**config.mk**
```make
export PLATFORM = sky130hd
export DESIGN_NAME = seven_segment_scan_driver
export DESIGN_NICKNAME = d
export VERILOG_FILES = /design/src/ssd_pkg.sv /design/src/ssd_glyph_buf.sv /design/src/seven_segment_scan_driver.sv
export VERILOG_INCLUDE_DIRS = /design/src /design/src/src
export SDC_FILE = /design/constraint.sdc
export NUM_CORES = 1
export LEC_CHECK = 0
export ABC_AREA = 1
export BUFFER_PORTS_ARGS = -buffer_cell sky130_fd_sc_hd__buf_4
export CORE_MARGIN = 2
export CORE_UTILIZATION = 45
export DETAILED_ROUTE_END_ITERATION = 16
export PLACE_DENSITY = 0.64
export REMOVE_ABC_BUFFERS = 1
export SLEW_MARGIN = 20
export SYNTH_ARGS = -nofsm -noshare
export SYNTH_HDL_FRONTEND = slang
export SYNTH_HIERARCHICAL = 1
export SYNTH_SLANG_ARGS = --single-unit
```
**constraint.sdc**
```tcl
create_clock -name clk -period 2.5 [get_ports clk]
set_input_delay 0.25 -clock clk [delete_from_list [all_inputs] [get_ports clk]]
set_output_delay 0.25 -clock clk [all_outputs]
set_load 0.005 [all_outputs]
```
**src/seven_segment_scan_driver_defines.svh**
```systemverilog
// ---------------------------------------------------------------------------
// Seven-segment scan driver assertion macros
// Shared concurrent assertion helpers for the scan driver RTL.
// ---------------------------------------------------------------------------
`ifndef SEVEN_SEGMENT_SCAN_DRIVER_DEFINES_SVH
`define SEVEN_SEGMENT_SCAN_DRIVER_DEFINES_SVH

// same-cycle implication, disabled in reset
`define SSD_ASSERT_IMPL(label, clk, rst_n, ante, cons) \
  label: assert property (@(posedge clk) disable iff (!rst_n) (ante) |-> (cons)) \
    else $error("ssd assertion failed");

// next-cycle implication, disabled in reset
`define SSD_ASSERT_NEXT(label, clk, rst_n, ante, cons) \
  label: assert property (@(posedge clk) disable iff (!rst_n) (ante) |=> (cons)) \
    else $error("ssd assertion failed");

`endif

```
**src/ssd_pkg.sv**
```systemverilog
// ---------------------------------------------------------------------------
// Seven-segment scan driver package
// Sizes, operation codes, character encoding and the glyph segment table.
// ---------------------------------------------------------------------------
package ssd_pkg;

  localparam int NUM_DIGITS  = 8;
  localparam int DIGIT_W     = 3;
  localparam int CHAR_W      = 8;
  localparam int SEG_W       = 8;
  localparam int CODE_W      = 5;
  localparam int GLYPH_COUNT = 27;

  localparam logic [SEG_W-1:0]  SEG_BLANK  = 8'h00;
  localparam logic [CODE_W-1:0] CODE_BLANK = 5'd0;

  typedef enum logic {
    OP_WRITE = 1'b0,
    OP_SCAN  = 1'b1
  } op_t;

  typedef struct packed {
    logic               en;
    logic [DIGIT_W-1:0] pos;
    logic [CHAR_W-1:0]  ch;
  } buf_wr_t;

  function automatic logic [CODE_W-1:0] char_to_code(input logic [CHAR_W-1:0] ch);
    logic [CHAR_W-1:0] diff;
    diff = '0;
    if (ch >= 8'd45 && ch <= 8'd58) begin
      diff = ch - 8'd44;
    end else if (ch >= 8'd65 && ch <= 8'd76) begin
      diff = ch - 8'd50;
    end
    return diff[CODE_W-1:0];
  endfunction

  function automatic logic [SEG_W-1:0] glyph_seg(input logic [CODE_W-1:0] code);
    logic [SEG_W-1:0] seg;
    case (code)
      5'd1:    seg = 8'h02;  // -
      5'd2:    seg = 8'h01;  // .
      5'd4:    seg = 8'hfc;  // 0
      5'd5:    seg = 8'h60;
      5'd6:    seg = 8'hda;
      5'd7:    seg = 8'hf2;
      5'd8:    seg = 8'h66;
      5'd9:    seg = 8'hb6;
      5'd10:   seg = 8'hbe;
      5'd11:   seg = 8'he0;
      5'd12:   seg = 8'hfe;
      5'd13:   seg = 8'hf6;  // 9
      5'd14:   seg = 8'h0c;  // :
      5'd15:   seg = 8'hee;  // A
      5'd17:   seg = 8'h9c;  // C
      5'd18:   seg = 8'hfc;  // D
      5'd19:   seg = 8'h9e;
      5'd20:   seg = 8'hce;  // F
      5'd22:   seg = 8'h6e;  // H
      5'd23:   seg = 8'h0c;
      5'd24:   seg = 8'h70;  // J
      5'd26:   seg = 8'h1c;  // L
      default: seg = SEG_BLANK;
    endcase
    return seg;
  endfunction

endpackage

```
**src/ssd_glyph_buf.sv**
```systemverilog
// ---------------------------------------------------------------------------
// Seven-segment glyph buffer
// Per-digit glyph code storage with character encoding on write and
// segment pattern lookup on read.
// ---------------------------------------------------------------------------
module ssd_glyph_buf
  import ssd_pkg::*;
(
  input  logic               clk,
  input  logic               rst_n,
  input  buf_wr_t            wr,
  input  logic [DIGIT_W-1:0] rd_idx,
  output logic [SEG_W-1:0]   rd_seg
);

  logic [CODE_W-1:0] buf_r [NUM_DIGITS];

  always_ff @(posedge clk) begin
    if (!rst_n) begin
      for (int i = 0; i < NUM_DIGITS; i++) begin
        buf_r[i] <= CODE_BLANK;
      end
    end else if (wr.en) begin
      buf_r[wr.pos] <= char_to_code(wr.ch);
    end
  end

  assign rd_seg = glyph_seg(buf_r[rd_idx]);

endmodule

```
**src/seven_segment_scan_driver.sv**
```systemverilog
// Order: a transaction is registered on acceptance and processed from there;
//   a scan tick loads its pattern, then its blank, into the output register.
// Throughput: one write per cycle while no stalled scan holds the input register; a scan
//   tick waits until the previous blank is loaded into the output register.
// Reset: synchronous active-low; clears the digit buffer to blank, scan index to 0,
//   and empties the input and output registers.
// ---------------------------------------------------------------------------
// Seven-segment scan driver
// Buffers ASCII characters per digit and emits segment pattern plus ghost
// blank for the current digit on each scan tick.
// ---------------------------------------------------------------------------
`include "seven_segment_scan_driver_defines.svh"

module seven_segment_scan_driver
  import ssd_pkg::*;
(
  input  logic               clk,
  input  logic               rst_n,
  input  logic               in_valid,
  output logic               in_ready,
  input  logic               in_operation,
  input  logic [DIGIT_W-1:0] in_position,
  input  logic [CHAR_W-1:0]  in_character,
  output logic               out_valid,
  input  logic               out_ready,
  output logic [SEG_W-1:0]   out_segments,
  output logic [DIGIT_W-1:0] out_digit_select,
  output logic               out_blanking,
  output logic               out_last
);

  logic               inq_valid_r;
  op_t                inq_op_r;
  logic [DIGIT_W-1:0] inq_pos_r;
  logic [CHAR_W-1:0]  inq_char_r;

  logic               out_valid_r;
  logic [SEG_W-1:0]   out_seg_r;
  logic [DIGIT_W-1:0] out_digit_r;
  logic               out_blank_r;

  logic               blank_pend_r;
  logic [DIGIT_W-1:0] scan_index_r;
  logic [DIGIT_W-1:0] scan_index_nxt;

  logic               out_free;
  logic               write_go;
  logic               scan_go;
  logic               consume;
  buf_wr_t            buf_wr;
  logic [SEG_W-1:0]   rd_seg;

  assign out_free = !out_valid_r || out_ready;
  assign write_go = inq_valid_r && (inq_op_r == OP_WRITE);
  assign scan_go  = inq_valid_r && (inq_op_r == OP_SCAN) && out_free && !blank_pend_r;
  assign consume  = write_go || scan_go;
  assign in_ready = !inq_valid_r || consume;

  assign buf_wr.en  = write_go && (32'(inq_pos_r) < NUM_DIGITS);
  assign buf_wr.pos = inq_pos_r;
  assign buf_wr.ch  = inq_char_r;

  assign scan_index_nxt = (32'(scan_index_r) == NUM_DIGITS - 1) ? '0
                        : scan_index_r + DIGIT_W'(1);

  ssd_glyph_buf u_buf (
    .clk    (clk),
    .rst_n  (rst_n),
    .wr     (buf_wr),
    .rd_idx (scan_index_r),
    .rd_seg (rd_seg)
  );

  always_ff @(posedge clk) begin
    if (!rst_n) begin
      inq_valid_r <= 1'b0;
    end else if (in_ready) begin
      inq_valid_r <= in_valid;
    end
  end

  always_ff @(posedge clk) begin
    if (in_ready && in_valid) begin
      inq_op_r   <= op_t'(in_operation);
      inq_pos_r  <= in_position;
      inq_char_r <= in_character;
    end
  end

  always_ff @(posedge clk) begin
    if (!rst_n) begin
      out_valid_r  <= 1'b0;
      blank_pend_r <= 1'b0;
      scan_index_r <= '0;
    end else begin
      if (out_free && blank_pend_r) begin
        out_valid_r  <= 1'b1;
        blank_pend_r <= 1'b0;
      end else if (scan_go) begin
        out_valid_r  <= 1'b1;
        blank_pend_r <= 1'b1;
        scan_index_r <= scan_index_nxt;
      end else if (out_ready) begin
        out_valid_r  <= 1'b0;
      end
    end
  end

  always_ff @(posedge clk) begin
    if (out_free && blank_pend_r) begin
      out_seg_r   <= SEG_BLANK;
      out_blank_r <= 1'b1;
    end else if (scan_go) begin
      out_seg_r   <= rd_seg;
      out_digit_r <= scan_index_r;
      out_blank_r <= 1'b0;
    end
  end

  assign out_valid        = out_valid_r;
  assign out_segments     = out_seg_r;
  assign out_digit_select = out_digit_r;
  assign out_blanking     = out_blank_r;
  assign out_last         = out_blank_r;

  `SSD_ASSERT_IMPL(a_pend_has_pattern, clk, rst_n, blank_pend_r, out_valid_r && !out_blank_r)
  `SSD_ASSERT_NEXT(a_blank_follows, clk, rst_n, out_valid && out_ready && !out_blanking,
                   out_valid && out_blanking && out_digit_select == $past(out_digit_select))
  `SSD_ASSERT_IMPL(a_scan_in_range, clk, rst_n, 1'b1, 32'(scan_index_r) < NUM_DIGITS)
  `SSD_ASSERT_NEXT(a_scan_sets_pend, clk, rst_n, scan_go, blank_pend_r && !out_blanking)

endmodule

```
==> After elaboration in Yosys (flattened, before gate mapping) <==
Memories as Yosys holds them, arrays and structs flattened. A register that Yosys moved wholly into a read port is not among the register bits.
Cells that the tools add are included.
{ "word_totals": {"register_bits": 22, "latch_bits": 0, "ram_bits": 40, "romBits": 256, "inputBits": 16, "output_inout_bits": 15, "elab_cells": 57, "n_memories": 2} }
{ "mem_list": {"columns": ["memory", "words", "width", "read_ports", "rd_clocked_by_memory_dff", "write_ports", "line_no", "rtl"], "rows": [
  ["(name not given)", 32, 8, 1, 1, 0, "ssd_pkg.sv:41", "case (code)"],
  ["u_buf.buf_r", 8, 5, 1, 1, 8, "ssd_glyph_buf.sv:16", "logic [CODE_W-1:0] buf_r [NUM_DIGITS];"]
]} }
{ "classes": {"add_sub_neg": 3, "n_mul": 0, "div_mod_pow": 0, "order_cmp": 4, "eq_ne": 1, "n_shift": 0, "n_mux": 17, "bitwise": 3, "reduce_logical": 18} }
{ "op_table": {"columns": ["cell", "count"], "rows": [
  ["5-bit 2-to-1 mux", 5],
  ["3-bit 2-to-1 mux", 4],
  ["8-bit by 6-bit >= comparator with 1-bit output, second input constant", 1],
  ["8-bit by 7-bit >= comparator with 1-bit output, second input constant", 1],
  ["8-bit by 6-bit <= comparator with 1-bit output, second input constant", 1],
  ["8-bit by 7-bit <= comparator with 1-bit output, second input constant", 1],
  ["1-bit logical AND", 8],
  ["1-bit 2-to-1 mux", 8],
  ["5-bit OR reduction", 1],
  ["5-bit by 4-bit subtractor with 5-bit output, second input constant", 1],
  ["5-bit subtractor, second input constant", 1],
  ["3-bit by 1-bit adder with 3-bit output, second input constant", 1],
  ["3-bit == test, second input constant", 1],
  ["1-bit zero test", 3],
  ["1-bit logical OR", 3],
  ["1-bit inverter", 3],
  ["3-bit nonzero test", 1],
  ["2-bit AND reduction", 1],
  ["2-bit OR reduction", 1]
]} }

==> Depth between registers and ports, before layout <==
{ "logic_depth": {"word_depth": 7, "mapped_depth": 18} }

==> By module <==
Netlist, hierarchy kept.
{ "modules_own_cells": {"columns": ["module", "instances", "cells_per_inst", "area_each_um2"], "rows": [
  ["ssd_glyph_buf", 1, 360, 2773.9],
  ["seven_segment_scan_driver", 1, 116, 1152.4]
]} }

==> Worst setup path before layout <==
OpenSTA, ideal clock, no wires.
{ "synth_path": {"path_kind": "flip-flop to flip-flop", "startpoint": "reg scan_index_r[0] (netlist name)", "endpoint": "reg out_seg_r[6], in the netlist out_segments[6]", "setup_time_ps": 113, "arrival_ps": 1739, "path_slack_ps": 648, "stages_incl_launch_ff": 17, "n_path_buf": 1, "cell_sequence": "dfxtp_1 buf_4 nand2_1 nand2_1 nand2_1 nand3_1 nand2_1 ha_1 ha_1 nand3_1 nand2_1 inv_1 nand3_1 nand2_1 inv_1 nor2_1 nor2_1"} }
{ "synth_rtl": {"columns": ["element", "line_no", "rtl"], "rows": [
  ["end: declaration", "seven_segment_scan_driver.sv:38", "logic [SEG_W-1:0] out_seg_r;"]
]} }

==> flow_summary.json <==
{
  "slew_headroom_pct": 70.3,
  "number_of_diodes": 0,
  "cts.repair.resized": 0,
  "crit_fanout": 14,
  "ff2ff_path_depth": 13,
  "cts-htree-levels": 3,
  "slowest_delay_ps": 590,
  "vias_per_cell": 4.95,
  "path_buf_inv": 3,
  "pwr-share-seq_pct": 49.3,
  "grt_antenna_before_repair": 0,
  "first_global_vias": 3054,
  "max_cap_violations": 0,
  "worstPathCellList": "inv_2 -> nand3_1 -> nand3_1 -> nand2_1 -> inv_1 -> ha_1 -> inv_1 -> nand3_1 -> nor2_1 -> nor2_1 -> a21oi_1 -> nor2_1 -> nor2_1",
  "setup_viol": 0,
  "postCtsSetupBuffers": 0,
  "regToRegEndpoint": "out_segments[4]",
  "grt_start_max_net_pins": 25,
  "synth_xor_area_share_pct": 0.223,
  "finalMaxSlewViolations": 0,
  "global_route.usage.total_pct": 18.2,
  "worstHoldEndpoint": "inq_op_r",
  "cts-buffers-inserted": 9,
  "timing.final.crit_period_ps": 2220,
  "tightestPinTransition_ps": 444,
  "drt_first_pass_iters": 4,
  "core_region_area_sq_mm": 0.00859,
  "outcome": "complete, no violations",
  "timing.critical_path.to_type": "register",
  "power.net_switching_mw": 0.797,
  "reg2reg_from": "scan_index_r[1]",
  "layout_worst_path_cycle_share_pct": 88.8,
  "synth.distinct_cells": 28,
  "synth-seq-area-share_pct": 49.7,
  "post_cts_hold_buffer_count": 0,
  "drt.antenna.violating_nets": 0,
  "synth-simple-area-share_pct": 27.7,
  "gp_congestion": 0.904,
  "clock_power_share_pct": 31.1,
  "cp.arrival_ps": 2500,
  "placement_rows": 34,
  "leakage_nw": 2.06,
  "skew_pair_late_insertion_delay_ps": 330,
  "die_y_um": 97.4,
  "grt_pass1_wl_mm": 13.7,
  "synth.mux.area_fraction_pct": 0,
  "power_per_cell_area_mw_per_mm2": 639,
  "most-common-layout-cells": "sky130_fd_sc_hd__nand2_1 (124), sky130_fd_sc_hd__inv_1 (81), sky130_fd_sc_hd__edfxtp_1 (55)",
  "initial_core_utilization_pct": 45.7,
  "clock_tree_from_tritoncts": "done",
  "internal_power_mw": 2.03,
  "timing.hold.worst.class": "in2reg",
  "multi_input_comb_area_sq_mm": 0.00157,
  "synth_compound_area_share_pct": 6.72,
  "rsz0062_at_grt": "no",
  "fmax_mhz": 451,
  "layout.cells.most_common": "sky130_fd_sc_hd__nand2_1",
  "clk_pin_slew_worst_paths_ps": 70,
  "dpl.hpwl_mm": 6.03,
  "die_w_um": 97.4,
  "register_bit_total_from_synthesis": 70,
  "fin_tns_setup_ps": 0,
  "critPathSlowestCell": "sky130_fd_sc_hd__dfxtp_1",
  "start_kind": "register",
  "io-pin-count": 31,
  "worst_reg_to_reg_setup_slack_ps": 280,
  "floorplan.die_area_sq_mm": 0.00949,
  "post_drt_wl_per_cell_um": 13.0,
  "wirelength_mm": 8.11,
  "routed-via-count": 3081,
  "hold_viol_final": 0,
  "min_from": "in_operation",
  "syn-cell-area_sq_mm": 0.00393,
  "post_synth.cell_area_avg_sq_um": 8.25,
  "fin_nets": 543,
  "drc_errors": 0,
  "detailedPlace.worstSlack_ps": 305,
  "synthesis.yosys.warnings": 6,
  "largest_family_of_logic_cells_by_synthesized_area": "simple AND/OR/NAND/NOR gates",
  "hold_path_depth": 1,
  "ir_drop_mv": 0.303,
  "numClockSinks": 70,
  "gate_count_of_the_mapped_netlist": 476,
  "worst_clock_skew_ps": 9.44,
  "crit_family": "simple AND/OR/NAND/NOR gates",
  "fin_ws_ps": 280,
  "worst_path_most_repeated_cell": "sky130_fd_sc_hd__nor2_1",
  "layout-area-overhead-vs-synth_pct": 12.7,
  "drive_gt1_share_pct": 14.4,
  "fillCellCount": 827,
  "swShare_pct": 28.2,
  "power.share.combinational_pct": 19.6,
  "ff_latch_area_sq_mm": 0.00195,
  "clock-root-buffer": "sky130_fd_sc_hd__clkbuf_8",
  "first_iter_violations": 217,
  "portBuffers": 30,
  "grt_overflow": 0,
  "cp.required_ps": 2780,
  "worst-setup-path-type": "reg2reg",
  "synth_fa_ha_area_share_pct": 5.42,
  "clock_path_buffers": 2
}
## cells by family (layout without fill, tap and decap cells)
group                      after synthesis  after routing
adders and majority gates               17             17
buffers and inverters                   96            135
and+or+nand+nor                        245            245
AOI/OAI and AO/OA                       47             47
DFF                                     70             70
xor gates and xnor gates                 1              1
## final cells by class
| class | instances | share of cell area [%] |
|---|---|---|
| multi-input combinational | 310 | 35.6 |
| tap | 108 | 3.06 |
| timing repair buffer | 33 | 5.60 |
| clock buffer | 11 | 2.97 |
| inverter | 86 | 7.33 |
| sequential | 70 | 44.1 |
| clock inverter | 5 | 1.36 |
## sequential cells by signal, summed over array words and instances (netlist names)
| register | cells |
|---|---|
| u_buf/buf_r | 40 |
| inq_char_r | 8 |
| out_segments | 8 |
| inq_pos_r | 3 |
| out_digit_select | 3 |
| scan_index_r | 3 |
| blank_pend_r | 1 |
| inq_op_r | 1 |
| inq_valid_r | 1 |
| out_blanking | 1 |
| out_valid | 1 |
## worst max-delay path by stage
| stage | startpoint | depth (start not counted) | slack [ps] | end |
|---|---|---|---|---|
| after CTS | scan_index_r[1] | 13 | 300 | out_segments[4] |
| after global routing | scan_index_r[1] | 14 | 10 | out_segments[6] |
| final | scan_index_r[1] | 13 | 280 | out_segments[4] |
| after global placement | scan_index_r[1] | 13 | 410 | out_segments[4] |
| after floorplan | scan_index_r[0] | 15 | 250 | out_segments[6] |
| after detailed placement | scan_index_r[1] | 13 | 310 | out_segments[4] |
## worst register-to-register path: cells and delay by family, from the launching register on
| family | cells | cell delay, ps |
|---|---|---|
| adders and majority gates | 1 | 210 |
| DFF | 1 | 590 |
| and+or+nand+nor | 8 | 800 |
| AOI/OAI and AO/OA | 1 | 130 |
| buffers and inverters | 3 | 430 |
## power by group through the flow
stage	combinational, mW	clock [mW]	sequential [mW]
floorplan	0.354	0	1.42
global placement	0.548	0	1.42
detailed placement	0.557	0	1.42
CTS	0.559	0.906	1.39
global route	0.641	0.958	1.41
finish	0.556	0.879	1.39
## stage by stage
step / util [%] / hold WS (ps) / cell area, sq um / power [mW] / std cells
after floorplan: - / 349 / 3850 / 1.78 / 466
after global placement: 49.2 / 428 / 4230 / 1.96 / 607
after detailed placement: 49.2 / 429 / 4230 / 1.98 / 607
after CTS: 51.5 / 71.5 / 4420 / 2.86 / 623
after global routing: 51.5 / 70.0 / 4420 / 3.00 / 623
final: 51.5 / 88.4 / 4420 / 2.83 / 623
## cells in the mapped netlist
master	instances	area [sq um]
sky130_fd_sc_hd__dfxtp_1	15	300
sky130_fd_sc_hd__o21ai_0	2	10.0
sky130_fd_sc_hd__nor3_1	2	10.0
sky130_fd_sc_hd__nor2_1	51	191
sky130_fd_sc_hd__a21oi_1	41	205
sky130_fd_sc_hd__nand2_4	3	33.8
sky130_fd_sc_hd__xor2_1	1	8.76
sky130_fd_sc_hd__nand2_1	124	465
sky130_fd_sc_hd__nand3_1	45	225
sky130_fd_sc_hd__o21ai_4	1	16.3
sky130_fd_sc_hd__nand2_2	12	75.1
sky130_fd_sc_hd__clkinv_2	1	5.00
sky130_fd_sc_hd__inv_2	4	15.0
sky130_fd_sc_hd__ha_1	17	213
sky130_fd_sc_hd__edfxtp_1	55	1650
sky130_fd_sc_hd__nor3_4	2	32.5
sky130_fd_sc_hd__inv_1	81	304
sky130_fd_sc_hd__buf_6	3	33.8
sky130_fd_sc_hd__nand3b_1	1	7.51
sky130_fd_sc_hd__o21ai_2	1	8.76
sky130_fd_sc_hd__buf_4	4	30.0
sky130_fd_sc_hd__o211ai_1	1	7.51
sky130_fd_sc_hd__nand3_4	1	17.5
sky130_fd_sc_hd__a21oi_4	1	16.3
sky130_fd_sc_hd__buf_2	2	10.0
sky130_fd_sc_hd__nand3_2	1	10.0
sky130_fd_sc_hd__clkbuf_1	1	3.75
sky130_fd_sc_hd__nand4_1	3	18.8
## metal layers
| layer | wire (um) | GRT usage, % | up-vias |
|---|---|---|---|
| met5 | 0 | 0 | - |
| met3 | 385 | 3.67 | 16 |
| li1 | - | - | 1576 |
| met2 | 3850 | 29.4 | 86 |
| met1 | 3680 | 22.8 | 1403 |
| met4 | 195 | 9.94 | 0 |
Power figures use the tool's default switching activity.
